**config.mk**
```make
export PLATFORM = sky130hd
export DESIGN_NAME = drop_tail_queue_delay_model_top
export DESIGN_NICKNAME = d
export VERILOG_FILES = /design/src/dtq_pkg.sv /design/src/dtq_ram.sv /design/src/dtq_fifo.sv /design/src/drop_tail_queue_delay_model_top.sv
export SDC_FILE = /design/constraint.sdc
export NUM_CORES = 2
export LEC_CHECK = 0
export ABC_AREA = 1
export BUFFER_PORTS_ARGS = -buffer_cell sky130_fd_sc_hd__buf_2
export CAP_MARGIN = 30
export CORE_MARGIN = 8
export CORE_UTILIZATION = 40
export DETAILED_ROUTE_END_ITERATION = 8
export SLEW_MARGIN = 10
export SYNTH_ARGS = -nofsm -noshare
export SYNTH_HDL_FRONTEND = slang
export SYNTH_SLANG_ARGS = --single-unit
```
**constraint.sdc**
```tcl
create_clock -name clock -period 22.7 [get_ports clock]
set_clock_uncertainty 0.1 [all_clocks]
set_input_delay 1.135 -clock clock [delete_from_list [all_inputs] [get_ports clock]]
set_output_delay 1.135 -clock clock [all_outputs]
set_load 0.05 [all_outputs]
```
**src/dtq_pkg.sv**
```systemverilog
package dtq_pkg;

   // Configuration register indexes
   localparam int CSR_INDEX_WIDTH = 2;
   localparam int CSR_DATA_WIDTH  = 32;

   localparam logic [CSR_INDEX_WIDTH-1:0] CSR_INGRESS_DELAY    = 2'd0;
   localparam logic [CSR_INDEX_WIDTH-1:0] CSR_SERVICE_TIME     = 2'd1;
   localparam logic [CSR_INDEX_WIDTH-1:0] CSR_QUEUE_CAPACITY   = 2'd2;
   localparam logic [CSR_INDEX_WIDTH-1:0] CSR_FIXED_PATH_DELAY = 2'd3;

   // Field widths fixed by the interface
   localparam int CAP_WIDTH   = 5;
   localparam int TOTAL_WIDTH = 32;
   localparam int SUM_WIDTH   = 64;

   // Register reset values
   localparam logic [CSR_DATA_WIDTH-1:0] INGRESS_DELAY_RESET    = 32'd0;
   localparam logic [CSR_DATA_WIDTH-1:0] SERVICE_TIME_RESET     = 32'd1;
   localparam logic [CAP_WIDTH-1:0]      QUEUE_CAPACITY_RESET   = 5'd16;
   localparam logic [CSR_DATA_WIDTH-1:0] FIXED_PATH_DELAY_RESET = 32'd0;

   // Sequencer states
   typedef enum logic [2:0] {
      ST_IDLE   = 3'b001,
      ST_LOOK   = 3'b010,
      ST_COMMIT = 3'b100
   } dtq_state_type;

   // Queue operations requested by the sequencer
   typedef struct packed {
      logic pop;
      logic push;
   } dtq_fifo_ctrl_type;

endpackage

```
**src/dtq_ram.sv**
```systemverilog
module dtq_ram #(
   parameter int WIDTH = 48,
   parameter int DEPTH = 16,
   localparam int AW = (DEPTH > 1) ? $clog2(DEPTH) : 1
) (
   input  logic             clock,
   input  logic             wr_en,
   input  logic [AW-1:0]    wr_addr,
   input  logic [WIDTH-1:0] wr_data,
   input  logic [AW-1:0]    rd_addr,
   output logic [WIDTH-1:0] rd_data
);

   logic [WIDTH-1:0] mem [DEPTH];
   logic [WIDTH-1:0] rd_data_ff;

   // Write port and registered read port
   always_ff @(posedge clock) begin
      if (wr_en) begin
         mem[wr_addr] <= wr_data;
      end
      rd_data_ff <= mem[rd_addr];
   end

   assign rd_data = rd_data_ff;

endmodule

```
**src/dtq_fifo.sv**
```systemverilog
module dtq_fifo import dtq_pkg::*; #(
   parameter int QUEUE_DEPTH = 16,
   parameter int TIME_WIDTH  = 48,
   localparam int AW = (QUEUE_DEPTH > 1) ? $clog2(QUEUE_DEPTH) : 1,
   localparam int CW = $clog2(QUEUE_DEPTH + 1)
) (
   input  logic                  clock,
   input  logic                  reset,
   input  dtq_fifo_ctrl_type     ctrl,
   input  logic [TIME_WIDTH-1:0] push_time,
   output logic [CW-1:0]         count,
   output logic [TIME_WIDTH-1:0] head_time
);

   localparam logic [AW-1:0] LAST_PTR = AW'(QUEUE_DEPTH - 1);

   logic [AW-1:0]         head_ff, head_in;
   logic [AW-1:0]         tail_ff, tail_in;
   logic [CW-1:0]         count_ff, count_in;
   logic                  fwd_ff, fwd_in;
   logic [TIME_WIDTH-1:0] fwd_time_ff;
   logic [AW-1:0]         rd_addr;
   logic [TIME_WIDTH-1:0] rd_data;

   // Advance the ring pointers and the fill count
   always_comb begin
      head_in  = head_ff;
      tail_in  = tail_ff;
      count_in = count_ff;
      if (ctrl.pop) begin
         head_in  = (head_ff == LAST_PTR) ? '0 : head_ff + 1'b1;
         count_in = count_ff - 1'b1;
      end
      if (ctrl.push) begin
         tail_in  = (tail_ff == LAST_PTR) ? '0 : tail_ff + 1'b1;
         count_in = count_ff + 1'b1;
      end
   end

   // Read the entry that will be head next cycle
   assign rd_addr = head_in;

   // Forward a write that lands on the entry being read
   assign fwd_in = ctrl.push && (tail_ff == rd_addr);

   always_ff @(posedge clock) begin
      if (reset) begin
         head_ff  <= '0;
         tail_ff  <= '0;
         count_ff <= '0;
         fwd_ff   <= 1'b0;
      end else begin
         head_ff  <= head_in;
         tail_ff  <= tail_in;
         count_ff <= count_in;
         fwd_ff   <= fwd_in;
      end
   end

   always_ff @(posedge clock) begin
      fwd_time_ff <= push_time;
   end

   dtq_ram #(
      .WIDTH (TIME_WIDTH),
      .DEPTH (QUEUE_DEPTH)
   ) u_ram (
      .clock   (clock),
      .wr_en   (ctrl.push),
      .wr_addr (tail_ff),
      .wr_data (push_time),
      .rd_addr (rd_addr),
      .rd_data (rd_data)
   );

   assign head_time = fwd_ff ? fwd_time_ff : rd_data;
   assign count     = count_ff;

endmodule

```
**src/drop_tail_queue_delay_model_top.sv**
```systemverilog
// Drop-tail FIFO queue with one server, timed in integer ticks.
// Input channel (req_): one item per packet, carrying its generation time;
// generation times are expected in non-decreasing order. Result channel
// (rsp_): one item per input, giving drop flag, queue delay, end-to-end
// delay, departure time, occupancy and saturating running totals.
// Configuration (csr_): single-cycle writes of ingress delay, service time,
// queue capacity and fixed path delay; write only while the block is idle.
// Steps: an item is taken, then the head departure time is looked at, each
// queued packet that has departed by the arrival is retired in turn, and
// the result is committed into the output register. Retirement is paced by
// the single read port of the departure memory, which yields one head entry
// per cycle. Each entry is retired once.
// Reset (synchronous, active high) empties the queue, clears all totals and
// restores the register defaults; the departure memory is not cleared.
// When the receiver stalls, the result is held in the output register and
// the next item is still taken and worked on up to its commit step.
module drop_tail_queue_delay_model_top import dtq_pkg::*; #(
   parameter int QUEUE_DEPTH = 16,
   parameter int TIME_WIDTH  = 48,
   localparam int CW = $clog2(QUEUE_DEPTH + 1)
) (
   input  logic                       clock,
   input  logic                       reset,
   // input items
   input  logic                       req_valid,
   output logic                       req_ready,
   input  logic [TIME_WIDTH-1:0]      req_gen_time,
   // result items
   output logic                       rsp_valid,
   input  logic                       rsp_ready,
   output logic                       rsp_was_dropped,
   output logic [TIME_WIDTH-1:0]      rsp_queue_delay,
   output logic [TIME_WIDTH-1:0]      rsp_end_to_end_delay,
   output logic [TIME_WIDTH-1:0]      rsp_depart_time,
   output logic [CW-1:0]              rsp_occupancy,
   output logic [CW-1:0]              rsp_peak_occupancy,
   output logic [TOTAL_WIDTH-1:0]     rsp_delivered_total,
   output logic [TOTAL_WIDTH-1:0]     rsp_dropped_total,
   output logic [SUM_WIDTH-1:0]       rsp_queue_delay_total,
   // configuration
   input  logic                       csr_we,
   input  logic [CSR_INDEX_WIDTH-1:0] csr_index,
   input  logic [CSR_DATA_WIDTH-1:0]  csr_wdata
);

   localparam int SW = ((TIME_WIDTH > CSR_DATA_WIDTH) ? TIME_WIDTH : CSR_DATA_WIDTH) + 1;
   localparam logic [TIME_WIDTH-1:0]  TIME_MAX  = '1;
   localparam logic [TOTAL_WIDTH-1:0] TOTAL_MAX = '1;
   localparam logic [SUM_WIDTH-1:0]   SUM_MAX   = '1;
   localparam logic [CW-1:0]          DEPTH_CNT = CW'(QUEUE_DEPTH);

   dtq_state_type          state_ff, state_in;
   logic [CSR_DATA_WIDTH-1:0] ingress_ff, service_ff, fixed_ff;
   logic [CAP_WIDTH-1:0]   capacity_ff;
   logic [TIME_WIDTH-1:0]  arrival_ff, arrival_in;
   logic [TIME_WIDTH-1:0]  server_free_ff;
   logic [TIME_WIDTH-1:0]  start_ff, start_in;
   logic [TIME_WIDTH-1:0]  qdelay_ff, qdelay_in;
   logic [CW-1:0]          peak_ff, peak_in;
   logic [TOTAL_WIDTH-1:0] accepted_ff, accepted_in;
   logic [TOTAL_WIDTH-1:0] discard_ff, discard_in;
   logic [SUM_WIDTH-1:0]   wait_sum_ff, wait_sum_in;
   logic                   rsp_valid_ff;
   logic                   rsp_dropped_ff;
   logic [TIME_WIDTH-1:0]  rsp_qdelay_ff, rsp_e2e_ff, rsp_depart_ff;
   logic [CW-1:0]          rsp_occ_ff;

   logic [SW-1:0]          arr_sum, dep_sum, e2e_sum;
   logic [SUM_WIDTH:0]     ws_sum;
   logic [TIME_WIDTH-1:0]  depart, e2e;
   logic [CW-1:0]          count, cap_eff, occ_after;
   logic [TIME_WIDTH-1:0]  head_time;
   logic                   req_take, pop, dropped, commit_go;
   dtq_fifo_ctrl_type      fifo_ctrl;

   // Saturating arrival time
   assign arr_sum    = SW'(req_gen_time) + SW'(ingress_ff);
   assign arrival_in = (|arr_sum[SW-1:TIME_WIDTH]) ? TIME_MAX : arr_sum[TIME_WIDTH-1:0];

   // Retire the head while it has departed by the arrival
   assign pop = (state_ff == ST_LOOK) && (count != '0) && (head_time <= arrival_ff);

   // Service start and wait against the server's free time
   assign start_in  = (arrival_ff > server_free_ff) ? arrival_ff : server_free_ff;
   assign qdelay_in = (server_free_ff > arrival_ff) ? server_free_ff - arrival_ff : '0;

   // Clamp the capacity into one to the queue depth
   always_comb begin
      if (capacity_ff == '0) begin
         cap_eff = CW'(1);
      end else if (32'(capacity_ff) > 32'(QUEUE_DEPTH)) begin
         cap_eff = DEPTH_CNT;
      end else begin
         cap_eff = CW'(capacity_ff);
      end
   end

   assign dropped   = count >= cap_eff;
   assign commit_go = (state_ff == ST_COMMIT) && (!rsp_valid_ff || rsp_ready);
   assign req_ready = (state_ff == ST_IDLE) || commit_go;
   assign req_take  = req_valid && req_ready;

   // Departure, end-to-end delay and wait sum, all saturating
   assign dep_sum   = SW'(start_ff) + SW'(service_ff);
   assign depart    = (|dep_sum[SW-1:TIME_WIDTH]) ? TIME_MAX : dep_sum[TIME_WIDTH-1:0];
   assign e2e_sum   = SW'(fixed_ff) + SW'(qdelay_ff);
   assign e2e       = (|e2e_sum[SW-1:TIME_WIDTH]) ? TIME_MAX : e2e_sum[TIME_WIDTH-1:0];
   assign ws_sum    = (SUM_WIDTH + 1)'(wait_sum_ff) + (SUM_WIDTH + 1)'(qdelay_ff);
   assign occ_after = dropped ? count : count + 1'b1;

   assign fifo_ctrl.pop  = pop;
   assign fifo_ctrl.push = commit_go && !dropped;

   dtq_fifo #(
      .QUEUE_DEPTH (QUEUE_DEPTH),
      .TIME_WIDTH  (TIME_WIDTH)
   ) u_fifo (
      .clock     (clock),
      .reset     (reset),
      .ctrl      (fifo_ctrl),
      .push_time (depart),
      .count     (count),
      .head_time (head_time)
   );

   // Sequence one item: look, retire, commit
   always_comb begin
      state_in = state_ff;
      case (state_ff)
         ST_IDLE: begin
            if (req_take) begin
               state_in = ST_LOOK;
            end
         end
         ST_LOOK: begin
            if (!pop) begin
               state_in = ST_COMMIT;
            end
         end
         ST_COMMIT: begin
            if (commit_go) begin
               state_in = req_take ? ST_LOOK : ST_IDLE;
            end
         end
         default: state_in = ST_IDLE;
      endcase
   end

   // Update statistics at commit
   always_comb begin
      peak_in     = peak_ff;
      accepted_in = accepted_ff;
      discard_in  = discard_ff;
      wait_sum_in = wait_sum_ff;
      if (commit_go) begin
         if (dropped) begin
            if (discard_ff != TOTAL_MAX) begin
               discard_in = discard_ff + 1'b1;
            end
         end else begin
            if (occ_after > peak_ff) begin
               peak_in = occ_after;
            end
            if (accepted_ff != TOTAL_MAX) begin
               accepted_in = accepted_ff + 1'b1;
            end
            wait_sum_in = ws_sum[SUM_WIDTH] ? SUM_MAX : ws_sum[SUM_WIDTH-1:0];
         end
      end
   end

   // Control state, statistics and configuration
   always_ff @(posedge clock) begin
      if (reset) begin
         state_ff       <= ST_IDLE;
         server_free_ff <= '0;
         peak_ff        <= '0;
         accepted_ff    <= '0;
         discard_ff     <= '0;
         wait_sum_ff    <= '0;
         rsp_valid_ff   <= 1'b0;
         ingress_ff     <= INGRESS_DELAY_RESET;
         service_ff     <= SERVICE_TIME_RESET;
         capacity_ff    <= QUEUE_CAPACITY_RESET;
         fixed_ff       <= FIXED_PATH_DELAY_RESET;
      end else begin
         state_ff    <= state_in;
         peak_ff     <= peak_in;
         accepted_ff <= accepted_in;
         discard_ff  <= discard_in;
         wait_sum_ff <= wait_sum_in;
         if (fifo_ctrl.push) begin
            server_free_ff <= depart;
         end
         if (commit_go) begin
            rsp_valid_ff <= 1'b1;
         end else if (rsp_ready) begin
            rsp_valid_ff <= 1'b0;
         end
         if (csr_we) begin
            case (csr_index)
               CSR_INGRESS_DELAY:    ingress_ff  <= csr_wdata;
               CSR_SERVICE_TIME:     service_ff  <= csr_wdata;
               CSR_QUEUE_CAPACITY:   capacity_ff <= csr_wdata[CAP_WIDTH-1:0];
               CSR_FIXED_PATH_DELAY: fixed_ff    <= csr_wdata;
               default: ;
            endcase
         end
      end
   end

   // Item payload and result registers
   always_ff @(posedge clock) begin
      if (req_take) begin
         arrival_ff <= arrival_in;
      end
      if (state_ff == ST_LOOK) begin
         start_ff  <= start_in;
         qdelay_ff <= qdelay_in;
      end
      if (commit_go) begin
         rsp_dropped_ff <= dropped;
         rsp_qdelay_ff  <= dropped ? '0 : qdelay_ff;
         rsp_e2e_ff     <= dropped ? '0 : e2e;
         rsp_depart_ff  <= dropped ? '0 : depart;
         rsp_occ_ff     <= occ_after;
      end
   end

   assign rsp_valid             = rsp_valid_ff;
   assign rsp_was_dropped       = rsp_dropped_ff;
   assign rsp_queue_delay       = rsp_qdelay_ff;
   assign rsp_end_to_end_delay  = rsp_e2e_ff;
   assign rsp_depart_time       = rsp_depart_ff;
   assign rsp_occupancy         = rsp_occ_ff;
   assign rsp_peak_occupancy    = peak_ff;
   assign rsp_delivered_total   = accepted_ff;
   assign rsp_dropped_total     = discard_ff;
   assign rsp_queue_delay_total = wait_sum_ff;

endmodule

```
Yosys cells after proc, flatten, opt, wreduce, memory -nomap -nowiden
Memory sizes are Yosys's and may differ from the RTL's. A register that Yosys moved wholly into a read port is not among the register bits.
Index checks and enable logic that the tools add are counted.
{ "word_totals": {"memories": 1, "ff_bits": 642, "word_cells": 103, "out_inout_bits": 285, "ram_bits": 768} }
{ "op_classes": {"addsub": 11, "eq_ne": 14, "bitwise_logic": 1, "mux": 22, "reduce_logical": 24, "n_lt_le_gt_ge": 6} }
{ "memory_table": {"columns": ["name", "words", "word_bits", "read_ports", "rd_clocked_by_memory_dff", "write_ports", "line", "text"], "rows": [
  ["u_fifo.u_ram.mem", 16, 48, 1, 1, 1, "dtq_ram.sv:14", "logic [WIDTH-1:0] mem [DEPTH];"]
]} }
{ "ops": {"columns": ["op", "n"], "rows": [
  ["48-bit 2-to-1 mux", 4],
  ["48-bit by 32-bit adder with 49-bit output", 2],
  ["48-bit greater-than comparator", 2],
  ["64-bit by 48-bit adder with 65-bit output", 1],
  ["32-bit by 1-bit adder with 32-bit output (second input constant)", 2],
  ["64-bit 2-to-1 mux", 1],
  ["32-bit != test (second input constant)", 2],
  ["32-bit by 48-bit adder with 49-bit output", 1],
  ["48-bit <= comparator", 1],
  ["48-bit subtractor", 1],
  ["5-bit 2-to-1 mux", 5],
  ["4-bit 2-to-1 mux", 3],
  ["3-bit AND reduction", 4],
  ["2-bit AND reduction", 5],
  ["3-bit 2-to-1 mux", 3],
  ["3-bit one-hot mux with 3 select lines", 1],
  ["4-bit by 1-bit adder with 4-bit output (second input constant)", 2],
  ["4-bit equality test (second input constant)", 2],
  ["1-bit logical AND", 6],
  ["2-bit != test (second input constant)", 3],
  ["5-bit by 1-bit adder with 5-bit output (second input constant)", 1],
  ["5-bit greater-or-equal comparator", 1],
  ["5-bit greater-than comparator", 1],
  ["5-bit greater-than comparator (second input constant)", 1],
  ["other kinds (16)", 23]
]} }

Logic depth before layout (Yosys ltp)
{ "depth": {"depth_word": 8, "mapped_depth": 26, "depth_no_buf": 22} }

Hierarchy
A second synthesis with hierarchy kept.
{ "hier_totals": {"hier_cells": 9341, "hier_area_um2": 77080.2} }
{ "modules_own_cells": {"columns": ["mod", "seq_area_each_um2", "cells_per_inst", "area_per_inst_um2", "instances"], "rows": [
  ["drop_tail_queue_delay_model_top", 14554.0, 5954, 40730.3, 1],
  ["dtq_ram", 24023.0, 3165, 33941.3, 1],
  ["dtq_fifo", 1241.2, 222, 2408.6, 1]
]} }

Least setup slack after synthesis
OpenSTA, ideal clock, no wires.
{ "synth_path": {"path_type": "input port to flip-flop", "from": "input port rsp_ready", "to": "memory u_fifo.u_ram.mem[0][0] (enable)", "path_stages": 8, "t_arrival_ns": 8.720, "n_path_buf": 2, "setup_time_ns": 0.454, "setup_slack_ns": 13.426, "path_cell_list": "nor2_1 nor2_2 inv_1 nor2_4 clkbuf_1 clkbuf_1 nand2_1 nor2_1"} }
{ "synth_between": {"elab_chain_cells": 5} }
{ "synth_lines": {"columns": ["item", "line", "text"], "rows": [
  ["start, declared", "drop_tail_queue_delay_model_top.sv:30", "input logic rsp_ready,"],
  ["1-bit logical OR", "drop_tail_queue_delay_model_top.sv:99", "assign commit_go = (state_ff == ST_COMMIT) && (!rsp_valid_ff || rsp_ready);"],
  ["1-bit logical AND", "drop_tail_queue_delay_model_top.sv:99", null],
  ["via commit_go", "drop_tail_queue_delay_model_top.sv:73", "logic req_take, pop, dropped, commit_go;"],
  ["1-bit logical AND", "drop_tail_queue_delay_model_top.sv:112", "assign fifo_ctrl.push = commit_go && !dropped;"],
  ["1-bit 2-to-1 mux", "dtq_ram.sv:19", "if (wr_en) begin"],
  ["1-bit 2-to-1 mux (not written as such)", "dtq_ram.sv:20", "mem[wr_addr] <= wr_data;"],
  ["end, declared", "dtq_ram.sv:14", null]
]} }
The timed path passes the listed nets, and every way through them passes these cells.

Worst setup path in the final report
{ "layout_path": {"from": "register u_fifo.fwd_ff", "to": "register u_fifo.u_ram.rd_data_ff[42], in the netlist u_fifo.u_ram.rd_data[42], read port of u_fifo.u_ram.mem"} }
{ "layout_between": {"elab_chain_cells": 4} }
{ "layout_lines": {"columns": ["item", "line", "text"], "rows": [
  ["start, declared", "dtq_fifo.sv:20", "logic fwd_ff, fwd_in;"],
  ["start signal, assigned", "dtq_fifo.sv:56", "fwd_ff <= fwd_in;"],
  ["48-bit 2-to-1 mux", "dtq_fifo.sv:76", "assign head_time = fwd_ff ? fwd_time_ff : rd_data;"],
  ["48-bit <= comparator", "drop_tail_queue_delay_model_top.sv:81", "assign pop = (state_ff == ST_LOOK) && (count != '0) && (head_time <= arrival_ff);"],
  ["1-bit logical AND", "drop_tail_queue_delay_model_top.sv:81", null],
  ["4-bit 2-to-1 mux", "dtq_fifo.sv:30", "if (ctrl.pop) begin"],
  ["end, declared", "dtq_ram.sv:15", "logic [WIDTH-1:0] rd_data_ff;"]
]} }
Every way passes these cells.
A chain may end at the register's enable or synchronous reset.

==> impl_metrics.csv <==
group,metric,value,unit
setup_path,arrival,6.87,ns
clocking,cts_made_buffers,161,
timing,rsz0062_at_grt,"no",
clocking,htreeDepth,4,
placement,dp_cells,11300,
floorplanning,start_util,0.401,
timing,setup_viol,0,
drt,wl_per_cell,22.9,µm
drt,firstDrtPassIters,7,
drt,drc,0,
drt,drt-initial-drc-count,5959,
global_routing,antenna_found_initial,10,
placement,postPlaceCellArea,79600,µm²
layout,mostFrequentLayoutCells,"inv_1 (1,554), nand2_1 (1,505), nand3_1 (1,148), edfxtp_1 (1,062), nor2_1 (718)",
placement,routabilityCongestion,0.964,
floorplanning,die_y,449,µm
timing,min_period,6.25,ns
clocking,clock-sinks,1458,
clocking,cts-resized-gates,0,
global_routing,grt_max_degree,195,
drt,vias,62100,
clocking,post_cts_buffers,0,
timing,relSlewSlack,0.205,
placement,port_buffers,371,
setup_path,required,23.33,ns
global_routing,grt_overflow,0,
clocking,insertion_delay,0.86,ns
floorplanning,die_x,449,µm
setup_path,crit_type,"reg -> reg",
setup_path,crit_path_start_kind,"flop",
clocking,cts_root_buffer,"clkbuf_16",
setup_path,path_max_fanout,53,
run_status,status,"finished, final reports clean",
flow_run,drv_cap,0,
clocking,clk_pin_slew,0.06,ns
layout,drive_above_1_share,0.0956,
pwr,pwr_density_cell,72.3,nW/µm²
synthesis,synth.distinct_cells,60,
pwr,p_clk_frac,0.443,
floorplanning,ios,372,
synthesis,yosysSeqAreaShare,0.531,
timing,finalCritPeriodShare,0.275,
synthesis,synth_area_per_cell,8.62,µm²
pwr,p_seq_frac,0.478,
floorplanning,dieArea,201000,µm²
pwr,intPower,0.00463,W
clocking,holdBufCountCts,0,
drt,viasPerCell,5.33,
synthesis,synth.ff_latch_count,1458,
synthesis,syn_nets,9040,
drt,finalWirelength,267000,µm
timing,max_freq,160,MHz
clocking,clockBufferDepth,3,
setup_path,end_kind,"flop",
timing,fin_tns_setup,0,ns
synthesis,yosysWarnings,0,
pwr,ir_drop,0.0000675,V
pwr,swShare,0.249,
drt,drtAntennaViolNets,0,
synthesis,async_reset_ff_frac,0,
timing,slew_violations,0,
synthesis,syn_area,74900,µm²
floorplanning,core,187000,µm²
layout,final_nets,9362,
placement,dp_hpwl,185000,µm
synthesis,synth_edf_count,1062,
hold_path,hold_path.class,"reg -> reg",
synthesis,synthCells,8689,
setup_path,r2r_setup_slack,16.45,ns
pwr,power_switching,0.00154,W
pwr,comb_power_share,0.079,
global_routing,grt_pass1_wl,391000,µm
global_routing,track_usage,0.253,
layout,n_fill_cell,18300,
synthesis,synth-main-ff-cell,"edfxtp_1",
layout,instances_no_fill,11600,
clocking,cts_tree,"built",
layout,fin_area,85400,µm²
global_routing,grt_pass1_vias,58800,
pwr,power_leakage,37.3,nW
layout,final_common_cell,"inv_1",
floorplanning,rows,159,
timing,hold_viol,0,
timing,worst_pin_slew,1.19,ns
layout,syn_to_final_growth,13.9,%
## critical path, stage by stage (launching register included)
cell and delay, ns:
dfxtp_2 0.31, buf_4 0.54, mux2_2 0.42, ha_1 0.29
nand2_1 0.06, nor2_1 0.17, and2_1 0.21, nand3_1 0.12
nor2_1 0.19, nand2_1 0.13, a21oi_2 0.59, o21ai_1 0.23
nand2_4 0.71, clkinv_2 0.75, buf_12 0.40, buf_4 0.38
nand3_1 0.20, nand3_1 0.13, nand2_1 0.09
## stage by stage
step                utilization  setup slack, ns  hold slack [ns]  power (W)
floorplan                     -            13.43            0.328    0.00327
global placement          0.424            15.93            0.352    0.00348
detailed placement        0.426            15.81            0.361    0.00348
CTS                       0.455            15.77            0.372    0.00620
global route              0.456            15.98            0.394    0.00635
finish                    0.456            16.45            0.372    0.00617
## cell usage after synthesis (19+ instances only)
master    count  area share
o21ai_0     457       0.031
nor2_1      736       0.037
nand3_1    1150       0.077
or2_2        44      0.0037
nand2_1    1507       0.075
o21bai_1     24      0.0024
a21o_1       34      0.0034
a21oi_1     476       0.032
buf_2       117      0.0078
ha_1        259       0.043
xnor2_1      58      0.0068
mux2_2       47      0.0071
inv_1      1559       0.078
nor4_1       42      0.0035
nor3_1      111      0.0074
nand4_1      50      0.0042
edfxtp_1   1062        0.43
o21a_1       31      0.0031
buf_4        30      0.0030
buf_1        19     0.00095
dfxtp_1     396        0.11
xor2_1      105       0.012
clkbuf_1    137      0.0069
a31oi_1      89      0.0074
## cells by family after synthesis
kind of cell / synth area share
buffers and inverters: 0.0973
xor gates and xnor gates: 0.0191
adders and majority gates: 0.0446
muxes: 0.00720
DFF: 0.531
and+or+nand+nor: 0.214
AOI/OAI and AO/OA: 0.0864
## layer usage
layer | track usage | share of wire | up-vias
li1 | - | - | 29400
met1 | 0.346 | 0.43 | 29700
met2 | 0.399 | 0.45 | 2439
met3 | 0.0437 | 0.074 | 498
met4 | 0.102 | 0.045 | 2
met5 | 0 | 0.000056 | -
## registers in the layout, summed over array words and instances (netlist names), 48 cells and up
register,flops
rsp_end_to_end_delay,48
arrival_ff,48
server_free_ff,48
u_fifo.fwd_time_ff,48
rsp_queue_delay_total,64
start_ff,48
u_fifo.u_ram.mem,768
rsp_queue_delay,48
u_fifo.u_ram.rd_data,48
rsp_depart_time,48
qdelay_ff,48
## power by group through the flow
| stage | clock network (W) | logic, W | registers (W) |
|---|---|---|---|
| finish | 0.00273 | 0.000488 | 0.00295 |
| global route | 0.00287 | 0.000531 | 0.00295 |
| CTS | 0.00277 | 0.000483 | 0.00295 |
| detailed placement | 0 | 0.000480 | 0.00300 |
| global placement | 0 | 0.000472 | 0.00300 |
| floorplan | 0 | 0.000283 | 0.00299 |
## path summary, 6_finish.rpt
check,from,end,cells past startpoint
hold reg to reg,fixed_ff[24],fixed_ff[24],2
hold / removal,fixed_ff[24],fixed_ff[24],2
setup reg to reg,u_fifo.fwd_ff,u_fifo.u_ram.rd_data[42],18
setup / recovery,u_fifo.fwd_ff,u_fifo.u_ram.rd_data[42],18
## layout make-up
cell class                      instances  area, µm²  area share
Inverter                             1564       5880      0.0689
Clock buffer                          218       4440      0.0520
Sequential cell                      1458      39800       0.466
Clock inverter                         81       1090      0.0128
Multi-Input combinational cell       5362      28000       0.328
Tap cell                             2495       3120      0.0366
Antenna cell                            4       10.0    0.000117
Timing Repair Buffer                  464       2970      0.0347
No activity file was read; power rests on OpenSTA's default activity.
